$ cat src/hdl/assert_macros.svh
// ----------------------------------------------------------------------------
// Assertion macros
// Shared concurrent assertion forms, clocked on clk and disabled in reset.
// ----------------------------------------------------------------------------
`ifndef ASSERT_MACROS_SVH
`define ASSERT_MACROS_SVH

// property holds at every rising clock edge outside reset
`define ASSERT_CLK(lbl, prop, msg) \
    lbl: assert property (@(posedge clk) disable iff (!rst_n) (prop)) else $error(msg);

// antecedent implies consequent in the same cycle
`define ASSERT_IMPL(lbl, pre, post, msg) \
    `ASSERT_CLK(lbl, (pre) |-> (post), msg)

// antecedent implies consequent in the next cycle
`define ASSERT_NEXT(lbl, pre, post, msg) \
    `ASSERT_CLK(lbl, (pre) |=> (post), msg)

`endif

$ cat src/hdl/trpk_pkg.sv
// ----------------------------------------------------------------------------
// trpk_pkg
// Constants, coefficient table and command types of the true-peak detector.
// ----------------------------------------------------------------------------
package trpk_pkg;

    localparam int RING_DEPTH_DEF  = 16;
    localparam int TAP_COUNT_DEF   = 12;
    localparam int PHASE_COUNT_DEF = 3;

    localparam int SAMPLE_W   = 24;
    localparam int COEF_W     = 16;
    localparam int PROD_W     = SAMPLE_W + COEF_W;
    localparam int MAX_TAPS   = 16;
    localparam int COEF_ROWS  = 8;
    localparam int PHASE_IW   = 3;
    localparam int TAP_IW     = 4;
    localparam int ACC_W      = PROD_W + TAP_IW;
    localparam int FRAC_SHIFT = 15;
    localparam int PEAK_W     = 24;

    typedef logic signed [COEF_W-1:0] coef_t;

    localparam coef_t COEF_TABLE [COEF_ROWS][MAX_TAPS] = '{
        '{16'sd56, -16'sd423, 16'sd1422, -16'sd3224, 16'sd6498, 16'sd30163,
          -16'sd3224, 16'sd1422, -16'sd423, 16'sd56, 16'sd0, 16'sd0,
          16'sd0, 16'sd0, 16'sd0, 16'sd0},
        '{16'sd92, -16'sd688, 16'sd2235, -16'sd5246, 16'sd19992, 16'sd19992,
          -16'sd5246, 16'sd2235, -16'sd688, 16'sd92, 16'sd0, 16'sd0,
          16'sd0, 16'sd0, 16'sd0, 16'sd0},
        '{16'sd56, -16'sd423, 16'sd1422, -16'sd3224, 16'sd30163, 16'sd6498,
          -16'sd3224, 16'sd1422, -16'sd423, 16'sd56, 16'sd0, 16'sd0,
          16'sd0, 16'sd0, 16'sd0, 16'sd0},
        '{default: 16'sd0},
        '{default: 16'sd0},
        '{default: 16'sd0},
        '{default: 16'sd0},
        '{default: 16'sd0}
    };

    typedef struct packed {
        logic                load;
        logic                issue;
        logic [PHASE_IW-1:0] phase;
        logic [TAP_IW-1:0]   tap;
        logic                close;
        logic                compare;
        logic                publish;
    } trpk_cmd_t;

    typedef struct packed {
        logic out_full;
    } trpk_status_t;

endpackage

$ cat src/hdl/trpk_datapath.sv
// ----------------------------------------------------------------------------
// trpk_datapath
// Sample ring, shared multiply-accumulate, rounding and running-peak logic.
// ----------------------------------------------------------------------------
`include "assert_macros.svh"

module trpk_datapath #(
    parameter int RING_DEPTH = trpk_pkg::RING_DEPTH_DEF,
    parameter int TAP_COUNT  = trpk_pkg::TAP_COUNT_DEF
) (
    input  logic                            clk,
    input  logic                            rst_n,
    input  trpk_pkg::trpk_cmd_t             cmd,
    output trpk_pkg::trpk_status_t          status,
    input  logic [trpk_pkg::SAMPLE_W-1:0]   sample,
    input  logic                            m_tready,
    output logic                            m_tvalid,
    output logic [trpk_pkg::PEAK_W-1:0]     peak,
    output logic                            peak_raised
);

    localparam int ADDR_W = $clog2(RING_DEPTH);
    localparam int SHIFTED_W = trpk_pkg::ACC_W - trpk_pkg::FRAC_SHIFT;

    logic [trpk_pkg::SAMPLE_W-1:0]       ring_mem [RING_DEPTH];
    logic [RING_DEPTH-1:0]               ring_valid_reg;
    logic [ADDR_W-1:0]                   slot_reg;
    logic [ADDR_W-1:0]                   slot_next;
    logic [ADDR_W:0]                     slot_ext;
    logic [ADDR_W:0]                     back_dist;
    logic [ADDR_W-1:0]                   rd_addr;

    logic [trpk_pkg::SAMPLE_W-1:0]       rd_raw_reg;
    logic                                rd_valid_reg;
    logic signed [trpk_pkg::SAMPLE_W-1:0] rd_data;
    trpk_pkg::coef_t                     coef_reg;
    logic                                s1_reg;
    logic signed [trpk_pkg::PROD_W-1:0]  prod_reg;
    logic                                s2_reg;
    logic signed [trpk_pkg::ACC_W-1:0]   acc_reg;

    logic [trpk_pkg::ACC_W-1:0]          acc_mag;
    logic [trpk_pkg::ACC_W-1:0]          acc_round;
    logic [SHIFTED_W-1:0]                acc_shifted;
    logic [trpk_pkg::PEAK_W-1:0]         mag_next;
    logic [trpk_pkg::PEAK_W-1:0]         mag_reg;
    logic [trpk_pkg::PEAK_W-1:0]         raw_mag;

    logic [trpk_pkg::PEAK_W-1:0]         peak_reg;
    logic                                raised_reg;
    logic [trpk_pkg::PEAK_W-1:0]         out_peak_reg;
    logic                                out_raised_reg;
    logic                                out_valid_reg;

    // read address: newest sample minus the tap's distance, wrapped
    always_comb
    begin
        slot_ext  = {1'b0, slot_reg};
        back_dist = (ADDR_W+1)'(TAP_COUNT - 1) - (ADDR_W+1)'(cmd.tap);
        if (slot_ext >= back_dist)
        begin
            rd_addr = ADDR_W'(slot_ext - back_dist);
        end
        else
        begin
            rd_addr = ADDR_W'(slot_ext + (ADDR_W+1)'(RING_DEPTH) - back_dist);
        end
        if (slot_reg == ADDR_W'(RING_DEPTH - 1))
        begin
            slot_next = '0;
        end
        else
        begin
            slot_next = slot_reg + 1'b1;
        end
    end

    always_ff @(posedge clk)
    begin
        if (cmd.load)
        begin
            ring_mem[slot_reg] <= sample;
        end
        rd_raw_reg <= ring_mem[rd_addr];
        coef_reg   <= trpk_pkg::COEF_TABLE[cmd.phase][cmd.tap];
        prod_reg   <= rd_data * coef_reg;
        mag_reg    <= mag_next;
    end

    assign rd_data = rd_valid_reg ? $signed(rd_raw_reg) : '0;
    assign raw_mag = sample[trpk_pkg::SAMPLE_W-1] ? (~sample + 1'b1) : sample;

    // magnitude, round half away from zero, saturate
    always_comb
    begin
        acc_mag     = acc_reg[trpk_pkg::ACC_W-1] ? trpk_pkg::ACC_W'(-acc_reg)
                                                 : trpk_pkg::ACC_W'(acc_reg);
        acc_round   = acc_mag + trpk_pkg::ACC_W'(1 << (trpk_pkg::FRAC_SHIFT - 1));
        acc_shifted = acc_round[trpk_pkg::ACC_W-1:trpk_pkg::FRAC_SHIFT];
        if (|acc_shifted[SHIFTED_W-1:trpk_pkg::PEAK_W])
        begin
            mag_next = '1;
        end
        else
        begin
            mag_next = acc_shifted[trpk_pkg::PEAK_W-1:0];
        end
    end

    always_ff @(posedge clk or negedge rst_n)
    begin
        if (!rst_n)
        begin
            ring_valid_reg <= '0;
            slot_reg       <= '0;
            rd_valid_reg   <= 1'b0;
            s1_reg         <= 1'b0;
            s2_reg         <= 1'b0;
            acc_reg        <= '0;
            peak_reg       <= '0;
            raised_reg     <= 1'b0;
            out_valid_reg  <= 1'b0;
            out_peak_reg   <= '0;
            out_raised_reg <= 1'b0;
        end
        else
        begin
            rd_valid_reg <= ring_valid_reg[rd_addr];
            s1_reg       <= cmd.issue;
            s2_reg       <= s1_reg;

            if (cmd.load || cmd.compare)
            begin
                acc_reg <= '0;
            end
            else if (s2_reg)
            begin
                acc_reg <= acc_reg + trpk_pkg::ACC_W'(prod_reg);
            end

            if (cmd.load)
            begin
                ring_valid_reg[slot_reg] <= 1'b1;
                if (raw_mag > peak_reg)
                begin
                    peak_reg   <= raw_mag;
                    raised_reg <= 1'b1;
                end
                else
                begin
                    raised_reg <= 1'b0;
                end
            end
            else if (cmd.compare && (mag_reg > peak_reg))
            begin
                peak_reg   <= mag_reg;
                raised_reg <= 1'b1;
            end

            if (cmd.publish)
            begin
                out_valid_reg  <= 1'b1;
                out_peak_reg   <= peak_reg;
                out_raised_reg <= raised_reg;
                slot_reg       <= slot_next;
            end
            else if (m_tready)
            begin
                out_valid_reg <= 1'b0;
            end
        end
    end

    assign status.out_full = out_valid_reg && !m_tready;
    assign m_tvalid        = out_valid_reg;
    assign peak            = out_peak_reg;
    assign peak_raised     = out_raised_reg;

    `ASSERT_CLK(a_clear_not_during_acc, !(s2_reg && (cmd.load || cmd.compare)),
        "accumulator cleared while a product is pending")
    `ASSERT_NEXT(a_peak_monotonic, 1'b1, peak_reg >= $past(peak_reg),
        "running peak decreased")
    `ASSERT_NEXT(a_publish_sets_valid, cmd.publish,
        m_tvalid && (peak == $past(peak_reg)), "published peak lost")

endmodule

$ cat src/hdl/trpk_ctrl.sv
// ----------------------------------------------------------------------------
// trpk_ctrl
// Sequencer that steps the shared MAC over every phase and tap of one request.
// ----------------------------------------------------------------------------
`include "assert_macros.svh"

module trpk_ctrl #(
    parameter int TAP_COUNT   = trpk_pkg::TAP_COUNT_DEF,
    parameter int PHASE_COUNT = trpk_pkg::PHASE_COUNT_DEF
) (
    input  logic                  clk,
    input  logic                  rst_n,
    input  logic                  s_tvalid,
    output logic                  s_tready,
    input  trpk_pkg::trpk_status_t status,
    output trpk_pkg::trpk_cmd_t   cmd
);

    typedef enum logic [2:0] {
        ST_IDLE,
        ST_RUN,
        ST_DRAIN1,
        ST_DRAIN2,
        ST_CLOSE,
        ST_CMP,
        ST_DONE
    } state_t;

    state_t                        state_reg;
    logic [trpk_pkg::PHASE_IW-1:0] phase_reg;
    logic [trpk_pkg::TAP_IW-1:0]   tap_reg;
    logic                          last_tap;
    logic                          last_phase;

    assign last_tap   = (tap_reg == trpk_pkg::TAP_IW'(TAP_COUNT - 1));
    assign last_phase = (phase_reg == trpk_pkg::PHASE_IW'(PHASE_COUNT - 1));

    always_ff @(posedge clk or negedge rst_n)
    begin
        if (!rst_n)
        begin
            state_reg <= ST_IDLE;
            phase_reg <= '0;
            tap_reg   <= '0;
        end
        else
        begin
            case (state_reg)
                ST_IDLE:
                begin
                    phase_reg <= '0;
                    tap_reg   <= '0;
                    if (s_tvalid)
                    begin
                        state_reg <= ST_RUN;
                    end
                end
                ST_RUN:
                begin
                    if (last_tap)
                    begin
                        state_reg <= ST_DRAIN1;
                    end
                    else
                    begin
                        tap_reg <= tap_reg + 1'b1;
                    end
                end
                ST_DRAIN1: state_reg <= ST_DRAIN2;
                ST_DRAIN2: state_reg <= ST_CLOSE;
                ST_CLOSE:  state_reg <= ST_CMP;
                ST_CMP:
                begin
                    tap_reg <= '0;
                    if (last_phase)
                    begin
                        state_reg <= ST_DONE;
                    end
                    else
                    begin
                        phase_reg <= phase_reg + 1'b1;
                        state_reg <= ST_RUN;
                    end
                end
                ST_DONE:
                begin
                    if (!status.out_full)
                    begin
                        state_reg <= ST_IDLE;
                    end
                end
                default: state_reg <= ST_IDLE;
            endcase
        end
    end

    assign s_tready = (state_reg == ST_IDLE);

    always_comb
    begin
        cmd         = '0;
        cmd.phase   = phase_reg;
        cmd.tap     = tap_reg;
        cmd.load    = (state_reg == ST_IDLE) && s_tvalid;
        cmd.issue   = (state_reg == ST_RUN);
        cmd.close   = (state_reg == ST_CLOSE);
        cmd.compare = (state_reg == ST_CMP);
        cmd.publish = (state_reg == ST_DONE) && !status.out_full;
    end

    `ASSERT_NEXT(a_load_starts_run, cmd.load,
        cmd.issue && (tap_reg == '0) && (phase_reg == '0), "run did not start at tap zero")
    `ASSERT_IMPL(a_publish_free, cmd.publish, !status.out_full,
        "result published over a waiting result")
    `ASSERT_NEXT(a_close_before_cmp, cmd.close, cmd.compare,
        "compare did not follow close")

endmodule

$ cat src/hdl/true_peak_oversampling_detector.sv
// ----------------------------------------------------------------------------
// true_peak_oversampling_detector
// True-peak meter: running maximum over raw samples and interpolated phases.
// ----------------------------------------------------------------------------
// Each request carries one signed Q1.23 sample; each result gives the running
// true peak (unsigned Q1.23, saturating) and whether this sample raised it.
// One multiplier is shared by all taps of all phases, so each request is
// stepped through every tap of every phase before the next one is accepted.
// A finished result waits in the output register while the next request is
// worked on. Reset clears the sample history at once through per-entry valid
// bits.
module true_peak_oversampling_detector #(
    parameter int RING_DEPTH  = trpk_pkg::RING_DEPTH_DEF,
    parameter int TAP_COUNT   = trpk_pkg::TAP_COUNT_DEF,
    parameter int PHASE_COUNT = trpk_pkg::PHASE_COUNT_DEF
) (
    input  logic        clk,
    input  logic        rst_n,
    input  logic        s_tvalid,
    output logic        s_tready,
    input  logic [23:0] s_tdata,   // [23:0] sample
    output logic        m_tvalid,
    input  logic        m_tready,
    output logic [31:0] m_tdata    // [23:0] peak, [24] peak_raised, [31:25] zero
);

    trpk_pkg::trpk_cmd_t         cmd;
    trpk_pkg::trpk_status_t      status;
    logic [trpk_pkg::PEAK_W-1:0] peak;
    logic                        peak_raised;

    trpk_ctrl #(
        .TAP_COUNT   (TAP_COUNT),
        .PHASE_COUNT (PHASE_COUNT)
    ) u_ctrl (
        .clk      (clk),
        .rst_n    (rst_n),
        .s_tvalid (s_tvalid),
        .s_tready (s_tready),
        .status   (status),
        .cmd      (cmd)
    );

    trpk_datapath #(
        .RING_DEPTH (RING_DEPTH),
        .TAP_COUNT  (TAP_COUNT)
    ) u_datapath (
        .clk         (clk),
        .rst_n       (rst_n),
        .cmd         (cmd),
        .status      (status),
        .sample      (s_tdata),
        .m_tready    (m_tready),
        .m_tvalid    (m_tvalid),
        .peak        (peak),
        .peak_raised (peak_raised)
    );

    assign m_tdata = {7'b0, peak_raised, peak};

endmodule

$ cat config.mk
export PLATFORM = sky130hd
export DESIGN_NAME = true_peak_oversampling_detector
export DESIGN_NICKNAME = d
export VERILOG_FILES = /design/src/hdl/trpk_pkg.sv /design/src/hdl/trpk_datapath.sv /design/src/hdl/trpk_ctrl.sv /design/src/hdl/true_peak_oversampling_detector.sv
export VERILOG_INCLUDE_DIRS = /design/src /design/src/hdl
export SDC_FILE = /design/constraint.sdc
export NUM_CORES = 2
export LEC_CHECK = 0
export BUFFER_PORTS_ARGS = -buffer_cell sky130_fd_sc_hd__buf_2
export CELL_PAD_IN_SITES_DETAIL_PLACEMENT = 1
export CELL_PAD_IN_SITES_GLOBAL_PLACEMENT = 1
export CORE_MARGIN = 5
export CORE_UTILIZATION = 48
export DETAILED_ROUTE_END_ITERATION = 12
export PLACE_DENSITY_LB_ADDON = 0.05
export SLEW_MARGIN = 5
export SYNTH_ARGS = -nofsm -noshare
export SYNTH_HDL_FRONTEND = slang
export SYNTH_SLANG_ARGS = --single-unit
$ cat constraint.sdc
create_clock -name clk -period 6.6 [get_ports clk]
set_input_delay 0.33 -clock clk [delete_from_list [all_inputs] [get_ports clk]]
set_output_delay 0.33 -clock clk [all_outputs]
set_load 0.1 [all_outputs]
After elaboration in Yosys (flattened, before gate mapping)
Memories as Yosys holds them, arrays and structs flattened. A register that Yosys moved wholly into a read port is not among the register bits.
Cells that the tools add are included.
- register bits after elaboration: 208
- RAM bits: 384
- memory bits (read-only): 2048
- input port bits: 28
- output and inout bits: 34
- logic and storage cells: 113
- memories: 2
- add/subtract/negate cells: 11
- multipliers: 1
- magnitude comparators: 8
- equality and inequality tests: 15
- mux-type cells: 35
- bitwise operators: 4
- reduce and logical (&&, ||, !) cells: 20
- memory list (name ; depth ; bits a word ; rd ports ; clocked after Yosys merged registers in ; wr ports ; RTL line ; source):
    (name not given) ; 8 ; 256 ; 1 ; 0 ; 0 ; trpk_datapath.sv:85 ; coef_reg <= trpk_pkg::COEF_TABLE[cmd.phase][cmd.tap];
    u_datapath.ring_mem ; 16 ; 24 ; 1 ; 1 ; 1 ; trpk_datapath.sv:25 ; logic [trpk_pkg::SAMPLE_W-1:0] ring_mem [RING_DEPTH];
- operators with widths (operator ; count):
    $mux 256 ; 2
    $mux 44 ; 3
    $mux 24 ; 5
    $bmux 16 s4 ; 1
    $gt 24x24->1 ; 2
    $add 44x15->44 const B ; 1
    $add 44x40->44 ; 1
    $neg 44->44 ; 1
    $mul 24x16->40 ; 1
    $mux 16 ; 2
    $add 24x1->24 const B ; 1
    $not 24->24 ; 1
    $pmux 3 s7 ; 1
    $or 16x16->16 ; 1
    $mux 3 ; 5
    $add 4x1->4 const B ; 3
    $mux 4 ; 3
    $ne 2x2->1 const B ; 6
    $lt 4x5->1 const B ; 2
    $reduce_bool 2->1 ; 5
    $eq 3x2->1 const B ; 3
    $eq 3x3->1 const B ; 3
    $mux 1 ; 9
    $eq 4x4->1 const B ; 2
    other kinds (22) ; 30

Depth between registers and ports, before layout
- word-level depth: 7
- gate-level depth with buffers: 27
- mapped depth without buffers: 24

Cells and area by module
From an unflattened synthesis, not the netlist that was laid out.
- cell total of the unflattened synthesis: 3707
- area total of the unflattened synthesis: 42751.0 um^2
- modules (own cells, without submodules) (module ; instances ; cells each ; area an instance (um^2) ; seq. area each (um^2)):
    trpk_datapath ; 1 ; 3623 ; 42026.6 ; 16565.9
    trpk_ctrl ; 1 ; 75 ; 660.6 ; 250.2
    true_peak_oversampling_detector ; 1 ; 9 ; 63.8 ; 0.0

Worst setup path before layout
OpenSTA, ideal clock, no wires.
- path type: reg2reg
- start: register u_datapath.rd_valid_reg
- end: register u_datapath.prod_reg[29] (netlist bit)
- setup time: 0.062 ns
- arrival time: 6.786 ns
- required time: 6.538 ns
- setup slack: -0.249 ns
- cell stages (with the launch flop): 26
- buffers on the path: 2
- clock period less this slack: 6.849 ns
- cell sequence: dfrtp_1 -> clkbuf_1 -> and2_1 -> clkbuf_1 -> nand2_1 -> fa_1 -> inv_1 -> fa_1 -> inv_1 -> fa_1 -> inv_1 -> fa_1 -> fa_1 -> inv_1 -> fa_1 -> inv_1 -> ha_1 -> or3_1 -> o211ai_1 -> o31ai_1 -> a41oi_1 -> o21bai_1 -> a21oi_1 -> o21ai_0 -> or4b_2 -> nand3_1
- cells in the longest elaborated chain, start to end: 2
- RTL lines (element ; RTL line ; source):
    from (decl) ; trpk_datapath.sv:34 ; logic rd_valid_reg;
    from (signal assigned) ; trpk_datapath.sv:128 ; rd_valid_reg <= ring_valid_reg[rd_addr];
    $mux 24 ; trpk_datapath.sv:90 ; assign rd_data = rd_valid_reg ? $signed(rd_raw_reg) : '0;
    $mul 24x16->40 ; trpk_datapath.sv:86 ; prod_reg <= rd_data * coef_reg;
    to (signal assigned) ; trpk_datapath.sv:86 ;
    to (decl) ; trpk_datapath.sv:38 ; logic signed [trpk_pkg::PROD_W-1:0] prod_reg;
Every way passes these cells.
A chain may end at the register's enable or synchronous reset.

Final worst setup path
Same ends and word-level chain as after synthesis.

==> flow_metrics.py <==
metrics = {
    "worst_setup_path": {
        "cp-start-kind": "flop",
        "end_kind": "flop",
        "critPathKind": "reg -> reg",
        "critPathMaxStageDelay_ns": 0.63,
        "critPathSlowestCell": "or4b_2",
        "crit_required_ns": 7.15,
        "path_cells": "buf_8 -> buf_4 -> and2_4 -> buf_4 -> nand2_1 -> fa_1 -> fa_1 -> fa_1 -> inv_1 -> fa_1 -> fa_1 -> inv_1 -> fa_1 -> inv_1 -> ha_4 -> buf_4 -> o211ai_1 -> o31ai_4 -> a41oi_2 -> o21bai_1 -> a21oi_2 -> o21ai_2 -> or4b_2 -> nand3_2",
        "worst_path_most_repeated_cell": "fa_1",
        "arrival_ns": 7.36,
        "path_max_fanout": 11,
        "reg2reg_depth": 24,
    },
    "logic_synthesis": {
        "yosys_register_bits": 616,
        "syn_avg_cell_area_sq_um": 11.4,
        "synth.most_common_cell": "inv_1",
        "synth_ff_type": "edfxtp_1",
        "async_flop_share": 0.208,
        "syn_inst": 3677,
        "yosysWarnings": 0,
        "yosys.area.top_type": "edfxtp_1",
        "synthTopCellsByCount": "inv_1, edfxtp_1, fa_1",
        "synth_area_leaders": "edfxtp_1, fa_1, dfrtp_1",
        "ys_types": 84,
        "synth_edf_count": 384,
        "ys_seq_area_frac": 0.400,
        "synth_top_cell_area_share": 0.274,
        "synth_area_sq_um": 42100,
    },
    "global_routing": {
        "grt_pass1_wl_mm": 194,
        "grt_pass1_vias": 32700,
        "grt.total_usage": 0.267,
        "antenna_found_initial": 8,
        "grt-ovfl-total": 0,
        "grt_max_degree": 77,
    },
    "drt": {
        "drt_iter0_drc": 1645,
        "finalWirelength_mm": 125,
        "drt-vias-per-instance": 5.70,
        "routedWlPerCell_microns": 24.5,
        "drt-pass1-iter-count": 5,
        "ant_nets": 0,
        "drc": 0,
        "routed-via-count": 29000,
    },
    "floorplan": {
        "fp-row-count": 108,
        "die_area_sq_um": 93700,
        "dieHeight_microns": 306,
        "io_pins": 62,
        "start_util": 0.484,
        "die_width_microns": 306,
        "core_sq_um": 86900,
    },
    "finish": {
        "utilization": 0.551,
        "fillers": 8940,
        "seq_area_sq_um": 16800,
        "drive_above_1_share": 0.169,
        "largest_reg_flops": 384,
        "fin_cells": 5092,
        "fin_nets": 4492,
        "multi_input_area_sq_um": 23300,
        "layout-area-overhead-vs-synth_pct": 13.8,
    },
    "run": {
        "cap_viol_max_count": 0,
    },
    "sta": {
        "period_minus_slack_ns": 6.80,
        "drv_slew": 0,
        "finalSetupViolations": 4,
        "fmax_mhz": 147,
        "relSlewSlack": 0.294,
        "max_slew.worst_pin.slew_ns": 1.03,
        "finalHoldViolations": 0,
        "finalCritPeriodShare": 1.03,
        "fin_ws_ns": -0.203,
        "skew_ns": 0.0306,
        "rsz0062_at_grt": "true",
    },
    "place": {
        "place_congestion": 0.899,
        "port_buffers": 54,
        "dp.cells": 4952,
        "hpwl_mm": 92.5,
    },
    "cts": {
        "path_clk_slew_ns": 0.06,
        "clk_latency_ns": 0.62,
        "cts_tree": "yes",
        "cts_made_buffers": 69,
        "htreeDepth": 3,
        "cts_root_buffer": "clkbuf_16",
        "cts_buffer_depth": 3,
        "cts.sinks": 616,
    },
    "hold_path": {
        "hold_path.class": "in -> reg",
        "worstHoldPathCells": 3,
    },
    "status": {
        "run_status": "complete, but fails checks",
        "violations": "negative setup slack",
    },
}
[metrics by stage]
stage	setup TNS (ns)	setup WS [ns]	hold slack, ns	cell area [sq um]
2_1_floorplan	-0.0457	-0.0457	0.0344	42100
3_3_place_gp	-3.11	-0.393	0.333	45200
3_5_place_dp	-3.32	-0.408	0.336	45200
4_1_cts	-0.418	-0.155	0.0946	47600
5_1_grt	-2.45	-0.411	0.0953	47900
6_report	-0.503	-0.203	0.122	47900
[critical path, delay by kind of cell, from the launching register on]
family | cells | cell delay, ns
simple gates | 4 | 0.94
flops | 1 | 0.53
fa+ha+maj | 7 | 3.33
compound gates | 6 | 1.10
buf+inv | 7 | 0.82
[worst paths after layout]
| path | end | start | slack [ns] |
|---|---|---|---|
| worst max-delay path | u_datapath.prod_reg[29]$_DFF_P_ | u_datapath.rd_valid_reg$_DFF_PN0_ | -0.20 |
| max in group asynchronous | u_datapath.rd_valid_reg$_DFF_PN0_ | rst_n | 4.91 |
| worst max register to register | u_datapath.prod_reg[29]$_DFF_P_ | u_datapath.rd_valid_reg$_DFF_PN0_ | -0.20 |
| min in group asynchronous | u_datapath.peak[3]$_DFFE_PN0P_ | rst_n | 0.33 |
| worst min-delay path | u_datapath.m_tvalid$_DFFE_PN0P_ | m_tready | 0.12 |
| worst min register to register | u_datapath.s2_reg$_DFF_PN0_ | u_datapath.s1_reg$_DFF_PN0_ | 0.35 |
[per-layer routing]
layer / part of all wire / GRT usage / vias up
li1: - / - / 13000
met1: 0.41 / 0.343 / 15100
met2: 0.51 / 0.466 / 717
met3: 0.047 / 0.0404 / 257
met4: 0.036 / 0.0930 / 2
met5: 0.000096 / 0 / -
[layout make-up]
cell class                      count  share of cell area
Inverter                          490              0.0384
Multi-Input combinational cell   2401               0.486
Clock inverter                     30             0.00575
Sequential cell                   616               0.351
Timing Repair Buffer              305              0.0489
Tap cell                         1155              0.0302
Clock buffer                       93              0.0396
Antenna cell                        2            0.000105
[what timing repair did]
item,4_1_cts,5_1_grt
buffers inserted,10,3
cloned,0,1
hold endpoints to repair,75,0
gates resized for setup,58,45
hold buffers,1,0
endpoints found under the setup margin,16,17
pin swaps,28,36
[cell usage in the layout (no fill, tap or decap), drive strengths merged, types with 22 or more instances in the layout]
cell type / n
dfrtp: 128
fa: 376
and2: 31
nand3: 31
mux4: 100
nand2: 358
buf: 303
nand2b: 22
dfxtp: 104
xor2: 55
nor3: 42
mux2i: 99
nand4: 25
nor2b: 48
a211oi: 40
xnor2: 88
and3: 166
a21o: 49
nor2: 159
mux2: 28
ha: 205
inv: 490
or2: 23
o21ai: 94
edfxtp: 384
clkbuf: 94
a21oi: 145
clkinv: 26
[cells by family after synthesis]
group | Yosys count | share of synthesized area
fa+ha+maj | 581 | 0.240
compound gates | 478 | 0.0727
mux | 227 | 0.0846
other cells | 1 | 0.0000891
flops | 616 | 0.400
buf+inv | 666 | 0.0604
xor+xnor | 143 | 0.0298
simple gates | 965 | 0.113
Power is left out: the tool's default activity adds up to more than one toggle a clock period on the data nets, which glitch-free logic cannot reach.
